==> src/rtl/vs_ram.sv <==
`timescale 1ns / 1ps
// ----------------------------------------------------------------------------
// vs_ram
// generic single write, single read ram with registered read data
// ----------------------------------------------------------------------------
module vs_ram #(
    parameter int WIDTH = 16,
    parameter int DEPTH = 64
) (
    input  logic                     clk,
    input  logic                     wr_en,
    input  logic [$clog2(DEPTH)-1:0] wr_addr,
    input  logic [WIDTH-1:0]         wr_data,
    input  logic [$clog2(DEPTH)-1:0] rd_addr,
    output logic [WIDTH-1:0]         rd_data
);

    logic [WIDTH-1:0] mem [DEPTH];

    always_ff @(posedge clk)
    begin
        if (wr_en)
        begin
            mem[wr_addr] <= wr_data;
        end
        rd_data <= mem[rd_addr];
    end

endmodule

==> config.mk <==
export PLATFORM = sky130hd
export DESIGN_NAME = vs_ram
export DESIGN_NICKNAME = d
export VERILOG_FILES = /design/src/rtl/vs_ram.sv
export SDC_FILE = /design/constraint.sdc
export NUM_CORES = 1
export LEC_CHECK = 0
export BUFFER_PORTS_ARGS = -buffer_cell sky130_fd_sc_hd__buf_2
export CORE_UTILIZATION = 40
export CTS_CLUSTER_DIAMETER = 40
export DETAILED_ROUTE_END_ITERATION = 7
export HOLD_SLACK_MARGIN = 0.02
export PLACE_DENSITY = 0.6
export SYNTH_ARGS = -nofsm -noshare
export SYNTH_HDL_FRONTEND = slang
export SYNTH_SLANG_ARGS = --single-unit
==> constraint.sdc <==
create_clock -name clk -period 2.4 [get_ports clk]
set_input_delay 0.48 -clock clk [delete_from_list [all_inputs] [get_ports clk]]
set_output_delay 0.48 -clock clk [all_outputs]
set_load 0.02 [all_outputs]
==> results <==
- The maximum achievable frequency is 505 MHz.
- The count of state elements after synthesis is 1040.
- For this run, the slowest stage of the critical path takes 0.46 ns.
- Among all flip-flop cells after synthesis, the most frequent one is sky130_fd_sc_hd__edfxtp_1.
- The full die area is 101000 sq um.
- During placement, the flow inserted port buffers numbering 45.
- The biggest area contributor in the post-synthesis netlist is sky130_fd_sc_hd__edfxtp_1.
- The source of the worst hold timing path is wr_data[6].
- After detailed placement, the total cell area comes to 43800 sq um.
- The type of the tightest min-delay check is input pin to flop.
- The number of gates resized after cts is 0.
- Summing every instance area after synthesis gives 40000 sq um.
- The Yosys step of the flow raised 0 warnings.
- Of all flip-flops after synthesis, the portion carrying an async set or reset was 0%.
- The total core area is 98700 sq um.
- The sum of internal, switching and leakage power is 0.0419 W.
- The remaining global-route overflow is 0.
- Buffers inserted to repair hold after CTS numbered 0.
- The count of standard-cell rows is 115.
- The most frequent cell after synthesis is sky130_fd_sc_hd__edfxtp_1.
- The clock tree from TritonCTS is yes.
- Yosys attributes the largest share of cell area to sky130_fd_sc_hd__edfxtp_1 (77%), sky130_fd_sc_hd__mux4_2 (12%), sky130_fd_sc_hd__mux2i_1 (2.1%).
- Counting tap cells, the placed design contains a total of 3307 instances.
- Once the floorplan was initialized, standard cells occupied 40.6% of the core.
- Setup repair after global routing left no endpoint under its margin.
- The count of maximum capacitance violations is 0.
- The critical-path maximum fanout is 2.
- The ratio of final minimum period to clock period is 82.5%.
- Once detail routing completed, the nets flagged for antenna violations numbered 0.
- In the routed layout, each cell is associated on average with a via count of 5.56.
- The critical path capture point type is a flop.
- The design area is 48300 sq um.
- The launching element of the worst setup path is mem[11][3].
- The source of the worst register-to-register timing path is mem[11][3].
- The number of clock sinks is 1040.
- CTS built an H-tree with a depth of 4.
- The die span in y is 318 um.
- The clock input transition at the sequential cells of the worst setup and hold paths is 0.06 ns.
- The leakage power is 15.7 nW.
- The total iterations of the first detailed-routing run is 5.
- Global routing consumed, over all layers together, 19.5% of the routing resources.
- The via count of the first global-routing pass is 20.3k.
- After technology mapping, the gate count stands at 1829.
- After clock tree synthesis, the setup repair step added 0 buffers.
- The number of top-level pins is 46.
- CTS placed an instance of sky130_fd_sc_hd__clkbuf_16 at the clock tree root.
- The worst slew margin relative to its limit is 38.6%.
- After detailed routing, the total wire length is 97700 um.
- The mean routed wirelength per cell is 27.5 um.
- The count of pins over their slew limit is 0.
- The hold slack is 0.105 ns.
- Fill cells in the final layout number 7976.
- Entering global routing, the biggest net connects 65 pins.
- The number of different library cells used by synthesis comes to 43.
- The net count of the finished layout is 2184.
- The synthesized net count is 1859.
- Of the synthesized area, sequential elements account for 77.6%.
- Each instance of the synthesized netlist takes up on average 21.9 sq um.
- The half-perimeter wire length after detailed placement is 60900 um.
- At the worst endpoint, the required time is 2.99 ns.
- For the final routed database, the setup TNS stands at 0 ns.
- Data arrives at the worst endpoint at 2.57 ns.
- The initial antenna violation count is 11.
- The type of the worst setup path is flop to flop.
- The minimum clock period after layout is 1.98 ns.
- For this block, the via count after detailed routing is 19.7k.
- The run finished with clean final reports.
- By count the netlist is led by sky130_fd_sc_hd__edfxtp_1 (1024), sky130_fd_sc_hd__mux4_2 (220), sky130_fd_sc_hd__mux2i_1 (85).
- For this design, the slowest cell found on the critical path is sky130_fd_sc_hd__mux4_2.
- The finished layout holds 3547 standard cells, fillers aside.
- In this run the horizontal extent of the chip is 318 um.
- Traced cell by cell, the critical path runs through mux4_2 -> nor2b_1 -> a211o_1 -> a31oi_1 -> buf_4 -> a311oi_1.
- The global-route wire length before repair is 142000 um.
- The power density over the cells is 869 nW/um^2.
- The worst-case IR drop observed on VDD is 0.516 mV.
- The post-synthesis to final-layout area growth is 20.5%.
- The number of clock buffers inserted by TritonCTS is 132.
- Counting flops with a built-in enable in the synthesized netlist gives 1024.
- The clock reaches the later pin of the worst-skew pair after 0.74 ns.
- The maximum clock skew at final layout is 0.0238 ns.
- The total DRC errors in the routed layout is 0.
- The share of the synthesized area in the top cell type is 76.8%.
- In the final layout, the share of cells above drive strength 1 is 33.4%.
- The DRC marker count from the first detailed-route iteration is 1797.
- Setup violations remaining at the end of the flow were counted as 0.
- STA classifies the critical path startpoint as a flop.
- The number of endpoints with negative hold slack in the final report is 0.
- At the end of routability-driven placement, the weighted congestion stood at 0.824.
- At the pin with the least slew margin, the transition time is 0.921 ns.
- Counting along the longest clock path gives a buffer depth of 3.
layer usage:
metal	GRT usage, %	routed length (um)	up-vias
met3	3.58	6550	152
li1	-	-	8374
met4	5.84	2000	12
met2	31.2	47500	714
met1	27.3	41600	10500
met5	0	70	-
placed cells by master, fill, tap and decap left out, drive strengths merged:
master / instances
nand3b: 2
diode: 3
buf: 295
dfxtp: 16
a221oi: 16
nor2: 74
nand2b: 3
a21oi: 17
clkinv: 35
mux2: 27
nand2: 60
a31oi: 8
mux4: 224
clkinvlp: 12
a211o: 8
or3: 1
a311oi: 8
a22o: 6
and4: 5
and2: 2
nand4b: 1
mux2i: 85
inv: 17
nor4: 3
nand3: 24
a221o: 6
clkbuf: 159
edfxtp: 1024
bufinv: 14
nor2b: 30
a211oi: 8
o21ai: 8
a41oi: 5
or3b: 1
a22oi: 39
nand4: 12
nor3: 2
registers in the layout (all words and copies together), names as in the netlist:
register,cells
rd_data,16
mem,1024
cell families after synthesis:
family / share of synthesized area, %
and+or+nand+nor: 2.65
AOI/OAI and AO/OA: 2.41
buffers and inverters: 1.83
DFF: 77.6
muxes: 15.5
path summary, 6_finish.rpt:
path,endpoint,slack [ns],cells past startpoint
worst max register to register,rd_data[3],0.42,6
worst min register to register,rd_data[10],0.89,4
worst max-delay path,rd_data[3],0.42,6
worst min-delay path,mem[18][6],0.11,1
cell type report:
cell class	instances	area, sq um	area share (%)
Clock inverter	78	898	1.86
Timing Repair Buffer	295	2900	6.02
Clock buffer	159	3510	7.28
Multi-Input combinational cell	685	8250	17.1
Sequential cell	1040	31100	64.4
Antenna cell	3	7.51	0.0156
Tap cell	1287	1610	3.34
report_power, final:
group	internal, W	leakage (nW)	total (W)	switching (W)
combinational	0.000885	4.26	0.00215	0.00127
sequential	0.0201	9.35	0.0202	0.0000684
clock	0.0120	2.12	0.0196	0.00754
total	0.0330	15.7	0.0419	0.00888
metrics by stage:
step	worst slack, ns	utilization (%)
6_report	0.419	48.9
5_1_grt	0.346	48.9
4_1_cts	0.436	48.9
3_5_place_dp	-0.291	44.4
3_3_place_gp	-0.246	44.4
2_1_floorplan	-0.0378	-
worst max-delay path: cells and delay by family, from the launching register on:
family / cells / cell delay (ns)
AO/OA/AOI/OAI: 3 / 0.65
buffers and inverters: 1 / 0.21
flip-flops: 1 / 0.38
multiplexers: 1 / 0.46
AND/OR/NAND/NOR: 1 / 0.14
Power figures use the tool's default switching activity.
