$ cat config.mk
export PLATFORM = sky130hd
export DESIGN_NAME = vs_div
export DESIGN_NICKNAME = d
export VERILOG_FILES = /design/src/rtl/vs_pkg.sv /design/src/rtl/vs_div.sv
export SDC_FILE = /design/constraint.sdc
export NUM_CORES = 1
export LEC_CHECK = 0
export BUFFER_PORTS_ARGS = -buffer_cell sky130_fd_sc_hd__buf_4
export CORE_MARGIN = 4
export CORE_UTILIZATION = 52
export CTS_CLUSTER_DIAMETER = 120
export DETAILED_ROUTE_END_ITERATION = 8
export PLACE_DENSITY_LB_ADDON = 0.12
export SLEW_MARGIN = 15
export SYNTH_ARGS = -nofsm -noshare
export SYNTH_HDL_FRONTEND = slang
export SYNTH_SLANG_ARGS = --single-unit
$ cat constraint.sdc
create_clock -name clk -period 3.3 [get_ports clk]
set_clock_uncertainty 0.2 [all_clocks]
set_input_delay 0.33 -clock clk [delete_from_list [all_inputs] [get_ports clk]]
set_output_delay 0.33 -clock clk [all_outputs]
set_load 0.02 [all_outputs]
$ cat src/rtl/vs_pkg.sv
`timescale 1ns / 1ps
// ----------------------------------------------------------------------------
// vs_pkg
// shared sizes, payload types and limits for the vector standardizer
// ----------------------------------------------------------------------------
package vs_pkg;

    localparam int MAX_LEN = 64;
    localparam int AW      = $clog2(MAX_LEN);
    localparam int CW      = $clog2(MAX_LEN + 1);

    // arithmetic widths
    localparam int SUM_W  = 16 + CW;
    localparam int Q_W    = 31 + CW;
    localparam int T_W    = Q_W + CW;
    localparam int NT_W   = T_W + CW;
    localparam int D_W    = 18 + CW;
    localparam int DIV_W  = 64;
    localparam int SQRT_W = DIV_W / 2;
    localparam int STAT_W = 27;
    localparam int ELEM_W = 24;

    localparam logic signed [ELEM_W-1:0] ELEM_MAX = 24'sh7FFFFF;
    localparam logic signed [ELEM_W-1:0] ELEM_MIN = 24'sh800000;

    typedef struct packed {
        logic signed [15:0] sample;
        logic               last_in;
    } in_item_t;

    typedef struct packed {
        logic signed [ELEM_W-1:0] element_out;
        logic [STAT_W-1:0]        statistic;
        logic                     zero_spread_error;
        logic                     last_out;
    } out_item_t;

endpackage

$ cat src/rtl/vs_div.sv
`timescale 1ns / 1ps
// ----------------------------------------------------------------------------
// vs_div
// restoring unsigned divider, one quotient bit per cycle
// ----------------------------------------------------------------------------
module vs_div (
    input  logic                     clk,
    input  logic                     rst_n,
    input  logic                     start,
    input  logic [vs_pkg::DIV_W-1:0] dividend,
    input  logic [vs_pkg::DIV_W-1:0] divisor,
    output logic                     done,
    output logic [vs_pkg::DIV_W-1:0] quotient
);
    import vs_pkg::*;

    localparam int CNT_W = $clog2(DIV_W);

    logic             busy_reg, busy_next;
    logic             done_reg, done_next;
    logic [CNT_W-1:0] cnt_reg, cnt_next;
    logic [DIV_W-1:0] rem_reg, rem_next;
    logic [DIV_W-1:0] quo_reg, quo_next;
    logic [DIV_W-1:0] dvs_reg, dvs_next;
    logic [DIV_W:0]   rem_sh;
    logic [DIV_W:0]   rem_sub;
    logic             ge;

    assign rem_sh  = {rem_reg, quo_reg[DIV_W-1]};
    assign ge      = rem_sh >= {1'b0, dvs_reg};
    assign rem_sub = rem_sh - {1'b0, dvs_reg};

    always_comb
    begin
        busy_next = busy_reg;
        done_next = 1'b0;
        cnt_next  = cnt_reg;
        rem_next  = rem_reg;
        quo_next  = quo_reg;
        dvs_next  = dvs_reg;
        if (start)
        begin
            busy_next = 1'b1;
            cnt_next  = '0;
            rem_next  = '0;
            quo_next  = dividend;
            dvs_next  = divisor;
        end
        else if (busy_reg)
        begin
            rem_next = ge ? rem_sub[DIV_W-1:0] : rem_sh[DIV_W-1:0];
            quo_next = {quo_reg[DIV_W-2:0], ge};
            cnt_next = cnt_reg + CNT_W'(1);
            if (cnt_reg == CNT_W'(DIV_W - 1))
            begin
                busy_next = 1'b0;
                done_next = 1'b1;
            end
        end
    end

    always_ff @(posedge clk or negedge rst_n)
    begin
        if (!rst_n)
        begin
            busy_reg <= 1'b0;
            done_reg <= 1'b0;
            cnt_reg  <= '0;
        end
        else
        begin
            busy_reg <= busy_next;
            done_reg <= done_next;
            cnt_reg  <= cnt_next;
        end
    end

    always_ff @(posedge clk)
    begin
        rem_reg <= rem_next;
        quo_reg <= quo_next;
        dvs_reg <= dvs_next;
    end

    assign done     = done_reg;
    assign quotient = quo_reg;

endmodule

==> flow_summary.toml <==
[pwr]
power_density_nw_per_um2 = 360
ir_drop_uv = 345
p_leak_nw = 7.49
power.total_mw = 6.30

[setup_path]
endpoint_kind = "flip-flop"
cp.required_ns = 3.46
slowest_stage = "edfxtp_1"
critical_path.max_stage_delay_ns = 0.38
crit_family = "compound AO/OA/AOI/OAI gates"
crit_path_cell_trace = "inv_1, ha_1, o211ai_1, a21oi_2, o21ai_2, buf_4, o21ai_1, a31oi_2, o21ai_4, a211o_4, nand2_4, clkbuf_16, clkbuf_16, nand2_1, a311oi_1"
crit_buf_inv = 4
worst_ep_arrival_time_ns = 3.53
crit_type = "flip-flop to flip-flop"
r2r-start = "dvs_reg[2]"
startpoint = "dvs_reg[2]"
crit_fanout = 5
crit_top_cell = "clkbuf_16"
rrSetupSlack_ns = -0.07
start_kind = "flip-flop"

[sta]
min_period_ns = 3.37
final-hold-violation-count = 0
setup_slack_ns = -0.0676
worst-slew-pin-transition_ns = 0.591
rsz0062_at_grt = "true"
clock.fmax_mhz = 297
finalCritPeriodShare = 1.02
setup_viol_count_final = 15
maxSlewViolCount = 0
slew_headroom = 0.606

[status]
violations = "negative setup slack"
status = "finished with violations"

[cts]
htree_levels = 4
clock-sinks = 200
clk_pin_slew_worst_paths_ns = 0.09
cts.path.max_buffers = 2
clk_latency_ns = 0.46
cts_tree = "done"
cts_inserted_buffers = 17
clockRootBuffer = "clkbuf_16"

[die]
initial_core_util = 0.535
die_area_um2 = 25200
fp-row-count = 54
die-height_um = 159
io_pins = 196
core_area_um2 = 22100
die_w_um = 159

[grt]
grt_overflow = 0
grt_antenna_before_repair = 1
grt_max_degree = 96
grt.total_usage = 0.283
grt_pass1_wl_um = 58700
grt_pass1_vias = 11500

[drt]
ant_nets = 0
finalWirelength_um = 37800
num_vias = 11300
viasPerCell = 5.74
wire_per_inst_um = 19.2
first_pass_iters = 6
drt_iter0_drc = 865
drc = 0

[synthesis]
synth_edf_count = 128
avgSynthCellArea_um2 = 9.69
synth_nets = 1416
yosys_warnings = 0
synth_top_area_cell = "edfxtp_1"
async_flop_share = 0.0400
seq_area_frac_synth = 0.451
ys_top_cells_by_count = "nand2_1 (159), edfxtp_1 (128), a21oi_1 (87)"
ys_top_cells_by_area = "edfxtp_1 (33%), dfxtp_1 (11%), ha_1 (6.9%), mux2_2 (6.2%), nand2_1 (5.1%)"
syn_inst = 1219
ys_ff_latch = 200
ys_types = 73
dominantRegCellSynth = "edfxtp_1"
syn_area_um2 = 11800
yosysMostFrequentCell = "nand2_1"
yosysTopAreaCellShare = 0.325

[placed_design]
dpl.hpwl_um = 24500
port-buffer-count = 195
gp_congestion = 0.959
post-place-ws_ns = -0.193

[finish]
ff_latch_area_um2 = 5330
fillCellCount = 1363
area_growth_pct = 48.3
utilization = 0.793
drive_gt1_frac = 0.353
multi_input_area_um2 = 6750
fin_nets = 1865

[run]
maxCapViolations = 0

[worst_hold_path]
min_from = "dividend[37]"
hold_class = "input pin to flip-flop"
## kinds of logic (layout without fill, tap and decap cells)
kind of cell	Yosys count	in the layout	share of synthesized area
AND/OR/NAND/NOR	367	367	0.143
other	0	2	0
AO/OA/AOI/OAI	310	310	0.175
flip-flops	200	200	0.451
buffers and inverters	143	605	0.0468
multiplexers	76	76	0.0713
XOR/XNOR	57	57	0.0423
adder cells (fa/ha/maj)	66	66	0.0706
## worst reg2reg max path, stage by stage, from the launching register on
cell	delay, ns
edfxtp_1	0.38
inv_1	0.08
ha_1	0.25
o211ai_1	0.23
a21oi_2	0.08
o21ai_2	0.22
buf_4	0.18
o21ai_1	0.10
a31oi_2	0.31
o21ai_4	0.11
a211o_4	0.37
nand2_4	0.12
clkbuf_16	0.17
clkbuf_16	0.15
nand2_1	0.05
a311oi_1	0.27
## metal layers
layer / GRT usage / part of all wire / vias up
met5: 0 / 0 / -
met4: 0.0935 / 0.028 / 0
met3: 0.0555 / 0.065 / 82
met2: 0.491 / 0.49 / 456
met1: 0.355 / 0.41 / 5366
li1: - / - / 5364
## metrics by stage
| step | instances | area (µm²) | hold slack [ns] | TNS [ns] |
|---|---|---|---|---|
| after floorplan | 1219 | 11800 | -0.166 | 0 |
| after global placement | 1780 | 14600 | -0.0455 | -7.06 |
| after detailed placement | 1780 | 14600 | -0.0456 | -6.36 |
| after CTS | 1941 | 16600 | 0.00666 | -0.0227 |
| after global routing | 1962 | 17500 | 0.00328 | -6.69 |
| final | 1963 | 17500 | 0.0106 | -0.425 |
## power breakdown
part           internal (mW)  switching, mW  leakage [nW]
Combinational          0.614          0.579          5.26
Sequential              2.83         0.0818          1.93
Clock                   1.04           1.15         0.300
## final timing paths
check	end	cells past startpoint
hold reg to reg	rem_reg[6]	2
hold / removal	quotient[37]	2
setup / recovery	rem_reg[14]	15
max in group asynchronous	busy_reg	2
min in group asynchronous	done	2
setup reg to reg	rem_reg[14]	15
## cell type report
class / count / share of cell area
clock buffers: 17 / 0.0243
well taps: 280 / 0.0200
diodes: 2 / 0.000286
multi-input cells: 876 / 0.385
clock inverters: 15 / 0.0110
repair buffers: 487 / 0.237
inverters: 86 / 0.0184
flip-flops and latches: 200 / 0.304
## what timing repair did
item / CTS / global route
resized for setup: 23 / 139
setup buffers: 2 / 18
gates cloned: 0 / 2
hold buffers: 127 / 0
hold endpoints to repair: 134 / 0
endpoints found under the setup margin: 64 / 61
pin swaps: 7 / 61
## layout by cell type, fill, tap and decap left out, drive strengths merged, types with 19 or more instances in the layout
| cell | instances |
|---|---|
| a21o | 27 |
| a21oi | 87 |
| a311oi | 37 |
| buf | 358 |
| clkbuf | 19 |
| dfxtp | 64 |
| dlygate4sd3 | 127 |
| edfxtp | 128 |
| ha | 65 |
| inv | 93 |
| mux2 | 65 |
| nand2 | 160 |
| nand4 | 22 |
| nor2 | 84 |
| nor3 | 19 |
| o21ai | 58 |
| xnor2 | 32 |
| xor2 | 25 |
No activity file was read; power rests on OpenSTA's default activity.
