==> config.mk <==
export PLATFORM = sky130hd
export DESIGN_NAME = vs_sqrt
export DESIGN_NICKNAME = d
export VERILOG_FILES = /design/src/rtl/vs_pkg.sv /design/src/rtl/vs_sqrt.sv
export SDC_FILE = /design/constraint.sdc
export NUM_CORES = 1
export LEC_CHECK = 0
export BUFFER_PORTS_ARGS = -buffer_cell sky130_fd_sc_hd__buf_4
export CORE_ASPECT_RATIO = 0.75
export CORE_MARGIN = 10
export CORE_UTILIZATION = 57
export CTS_CLUSTER_DIAMETER = 50
export DETAILED_ROUTE_END_ITERATION = 16
export HOLD_SLACK_MARGIN = 0.15
export PLACE_DENSITY = 0.76
export SYNTH_ARGS = -nofsm -noshare
export SYNTH_HDL_FRONTEND = slang
export SYNTH_SLANG_ARGS = --single-unit
==> constraint.sdc <==
create_clock -name clk -period 14.4 [get_ports clk]
set_input_delay 0.72 -clock clk [delete_from_list [all_inputs] [get_ports clk]]
set_output_delay 0.72 -clock clk [all_outputs]
set_load 0.05 [all_outputs]
==> src/rtl/vs_pkg.sv <==
`timescale 1ns / 1ps
// ----------------------------------------------------------------------------
// vs_pkg
// shared sizes, payload types and limits for the vector standardizer
// ----------------------------------------------------------------------------
package vs_pkg;

    localparam int MAX_LEN = 64;
    localparam int AW      = $clog2(MAX_LEN);
    localparam int CW      = $clog2(MAX_LEN + 1);

    // arithmetic widths
    localparam int SUM_W  = 16 + CW;
    localparam int Q_W    = 31 + CW;
    localparam int T_W    = Q_W + CW;
    localparam int NT_W   = T_W + CW;
    localparam int D_W    = 18 + CW;
    localparam int DIV_W  = 64;
    localparam int SQRT_W = DIV_W / 2;
    localparam int STAT_W = 27;
    localparam int ELEM_W = 24;

    localparam logic signed [ELEM_W-1:0] ELEM_MAX = 24'sh7FFFFF;
    localparam logic signed [ELEM_W-1:0] ELEM_MIN = 24'sh800000;

    typedef struct packed {
        logic signed [15:0] sample;
        logic               last_in;
    } in_item_t;

    typedef struct packed {
        logic signed [ELEM_W-1:0] element_out;
        logic [STAT_W-1:0]        statistic;
        logic                     zero_spread_error;
        logic                     last_out;
    } out_item_t;

endpackage

==> src/rtl/vs_sqrt.sv <==
`timescale 1ns / 1ps
// ----------------------------------------------------------------------------
// vs_sqrt
// integer square root, two radicand bits per cycle
// ----------------------------------------------------------------------------
module vs_sqrt (
    input  logic                      clk,
    input  logic                      rst_n,
    input  logic                      start,
    input  logic [vs_pkg::DIV_W-1:0]  radicand,
    output logic                      done,
    output logic [vs_pkg::SQRT_W-1:0] root
);
    import vs_pkg::*;

    logic             busy_reg, busy_next;
    logic             done_reg, done_next;
    logic [DIV_W-1:0] v_reg, v_next;
    logic [DIV_W-1:0] r_reg, r_next;
    logic [DIV_W-1:0] b_reg, b_next;
    logic [DIV_W-1:0] rb;

    assign rb = r_reg + b_reg;

    always_comb
    begin
        busy_next = busy_reg;
        done_next = 1'b0;
        v_next    = v_reg;
        r_next    = r_reg;
        b_next    = b_reg;
        if (start)
        begin
            busy_next = 1'b1;
            v_next    = radicand;
            r_next    = '0;
            b_next    = DIV_W'(1) << (DIV_W - 2);
        end
        else if (busy_reg)
        begin
            if (v_reg >= rb)
            begin
                v_next = v_reg - rb;
                r_next = (r_reg >> 1) + b_reg;
            end
            else
            begin
                r_next = r_reg >> 1;
            end
            b_next = b_reg >> 2;
            if (b_reg == DIV_W'(1))
            begin
                busy_next = 1'b0;
                done_next = 1'b1;
            end
        end
    end

    always_ff @(posedge clk or negedge rst_n)
    begin
        if (!rst_n)
        begin
            busy_reg <= 1'b0;
            done_reg <= 1'b0;
        end
        else
        begin
            busy_reg <= busy_next;
            done_reg <= done_next;
        end
    end

    always_ff @(posedge clk)
    begin
        v_reg <= v_next;
        r_reg <= r_next;
        b_reg <= b_next;
    end

    assign done = done_reg;
    assign root = r_reg[SQRT_W-1:0];

endmodule

==> out/results.ini <==
[global_route]
grt-ovfl-total = 0
grt_pass1_vias = 13600
grt_max_degree = 88
grt_pass1_wl_um = 74300
antenna_found_initial = 0
grt_usage_pct = 26.7

[clocking]
cts_made_buffers = 17
clk_path_buf_depth = 2
cts_tree = yes
post-cts-setup-buffers = 0
htreeDepth = 4
clock-sinks = 162
ctsResizeCount = 0
clockRootBuffer = clkbuf_16
clk_pin_slew_ps = 80
insertion_delay_ps = 450

[timing]
setup_viol = 0
clock_skew_ps = 15.1
rsz0062_at_grt = false
tightest_slew_ps = 1090
fin_crit_sh_pct = 48.6
finalHoldViolCount = 0
slew-limit-headroom_pct = 27.6
min_period_ps = 7000
whs_ps = 516
drv_slew = 0
max_freq_mhz = 143
fin_setup_tns_ps = 0

[power_and_ir_drop]
seqPwrFrac_pct = 24.8
clock_power_share_pct = 15.7
switching_share_pct = 47.6
p_int_uw = 1580
power.net_switching_uw = 1430
power_frac_comb_pct = 59.5
irDropWorstVdd_v = 0.000112
power_density_nw_per_um2 = 182
power.leakage_uw = 0.00684

[floorplan]
core.rowCount = 51
die_w_um = 209
die_h_um = 162
coreArea_um2 = 26200
ios = 100
dieArea_um2 = 34000
start_util_pct = 58.5

[worst_hold_path]
hp-class = reg -> reg
hold_depth = 2

[final_layout]
nFillCells = 2343
drive_above_1_share_pct = 9.23
regArea_um2 = 3900
diodes = 0
final_nets = 2157
multiInputGateArea_um2 = 10600
areaGrowthSynthToFinish_pct = 7.56

[placed_design]
dpl.hpwl_um = 36000
numPortBuffers = 99
gp_congestion = 0.982

[detailed_routing]
ant_nets = 0
remaining_drc_errors = 0
wl_per_cell_um = 20.3
drt-vias-per-instance = 6.44
first_iter_violations = 1790
via_count = 14900
drtPass1Iterations = 6
totalWireLength_um = 47100

[synthesis]
syn_area_um2 = 15300
synthAdderAreaFrac_pct = 10.7
ys_top_cells_by_count = nand2_1 (214), nor2_1 (204), o21ai_0 (165)
seq_area_frac_synth_pct = 25.4
synth-edff-count = 64
async_reset_ff_share_pct = 1.23
yosys.area.top_type_share_pct = 12.5
ys_ff_latch = 162
synth_cell_types = 80
yosysMostFrequentCell = nand2_1
synth_compound_area_share_pct = 27.6
synth_top_family_by_area = compound AO/OA/AOI/OAI gates
synth_simple_gate_area_share_pct = 18.8
synth_ff_type = dfxtp_1
postSynthCellCount = 1964
synthesis.nets = 2162
synth_xor_area_share_pct = 7.93
avgSynthCellArea_um2 = 7.82
synthTopCellsByArea = dfxtp_1 (13%), edfxtp_1 (13%), ha_1 (11%), o21ai_0 (5.4%), nand2_1 (5.2%)
synth_top_area_cell = dfxtp_1
ys_warn_count = 0
synthMuxAreaShare_pct = 3.88

[worst_setup_path]
crit_path_cell_trace = ha_1, nand4_1, o21ai_0, a21o_1, a311oi_1, o31ai_1, a21oi_1, o31ai_1, a21oi_1, nor2b_1, xnor2_1, ha_1, nand4_1, nor2_1, and4b_1, a221o_1, a211oi_4, buf_4, buf_4, nor2_1, nand2_1, nor3_1, nor3_1
crit_fanout = 71
rrSetupSlack_ps = 7400
cp-end-kind = flop
worstSetupPathType = reg -> reg
critical_path.max_stage_delay_ps = 710
slowest_stage = o21ai_0
critPathRequiredTime_ps = 14780
cp-start-kind = flop
r2r_cells = 23
critPathArrivalTime_ps = 7380

[flow_run]
maxCapViolations = 0

[status]
status = completed

[critical path: cells and delay by family, from the launching register on]
kind	cells	cell delay, ps
AOI/OAI and AO/OA	9	3020
DFF	1	380
xor gates and xnor gates	1	200
and+or+nand+nor	9	1450
adders and majority gates	2	740
buffers and inverters	2	1080
[power groups by stage]
stage | logic (uW) | clock network, uW | registers [uW]
after floorplan | 1390 | 0 | 713
after global placement | 1710 | 0 | 749
after detailed placement | 1730 | 0 | 750
after CTS | 1750 | 476 | 741
after global routing | 1970 | 495 | 755
final | 1790 | 473 | 747
[stage by stage]
| stage | setup WS, ps | util (%) | power, uW | std cells | instance area [um^2] |
|---|---|---|---|---|---|
| floorplan | 5010 | - | 2100 | 1964 | 15300 |
| finish | 7400 | 63.0 | 3010 | 2316 | 16500 |
| global placement | 7830 | 60.7 | 2460 | 2283 | 15900 |
| detailed placement | 7650 | 60.7 | 2480 | 2283 | 15900 |
| CTS | 7610 | 63.0 | 2960 | 2316 | 16500 |
| global route | 6920 | 63.0 | 3220 | 2316 | 16500 |
[layout by cell type (no fill, tap or decap), types with 18 or more instances in the layout]
| master | netlist | layout |
|---|---|---|
| a211oi_1 | 27 | 27 |
| nand4_1 | 35 | 35 |
| a31oi_1 | 71 | 71 |
| a21o_1 | 61 | 61 |
| o21bai_1 | 35 | 35 |
| nor2_1 | 204 | 204 |
| nor3_1 | 32 | 32 |
| xor2_1 | 64 | 64 |
| mux2i_1 | 55 | 55 |
| o21ai_0 | 165 | 164 |
| a21oi_1 | 149 | 149 |
| and2_1 | 22 | 22 |
| nand3_1 | 31 | 31 |
| ha_1 | 130 | 130 |
| buf_4 | 35 | 107 |
| edfxtp_1 | 64 | 64 |
| nand2_1 | 214 | 214 |
| xnor2_1 | 75 | 75 |
| nor2b_1 | 18 | 18 |
| and3_1 | 18 | 18 |
| inv_1 | 47 | 47 |
| dfxtp_1 | 96 | 96 |
[logic make-up after synthesis]
kind of cell    Yosys count
simple gates            635
flops                   162
fa+ha+maj               131
buf+inv                 181
mux                      59
compound gates          657
xor+xnor                139
[repair_timing]
| action | in CTS | in global routing |
|---|---|---|
| hold buffers | 1 | 0 |
| hold endpoints to repair | 2 | 0 |
| setup endpoints to repair | 0 | 0 |
[per-layer routing]
| metal | vias to the layer above | wire length, um | global-route usage [%] |
|---|---|---|---|
| met1 | 6872 | 23000 | 41.7 |
| met4 | 0 | 861 | 6.69 |
| li1 | 7225 | - | - |
| met3 | 57 | 4870 | 5.31 |
| met5 | - | 0 | 0 |
| met2 | 771 | 18300 | 35.7 |
[path summary, 6_finish.rpt]
kind | from | end
setup / recovery | r_reg[4]$_SDFFE_PP0P_ | r_reg[62]$_SDFFE_PP0P_
hold / removal | r_reg[0]$_SDFFE_PP0P_ | r_reg[0]$_SDFFE_PP0P_
setup reg to reg | r_reg[4]$_SDFFE_PP0P_ | r_reg[62]$_SDFFE_PP0P_
hold reg to reg | r_reg[0]$_SDFFE_PP0P_ | r_reg[0]$_SDFFE_PP0P_
max in group asynchronous | rst_n | busy_reg$_DFF_PN0_
min in group asynchronous | rst_n | busy_reg$_DFF_PN0_
[final cells by class]
class,count,area share (%)
clock buffer,19,2.68
clock inverter,13,0.856
inverter,48,1.09
multi-input combinational,1621,64.2
sequential,162,23.6
tap,344,2.61
timing repair buffer,109,4.99
No activity file was read; power rests on OpenSTA's default activity.
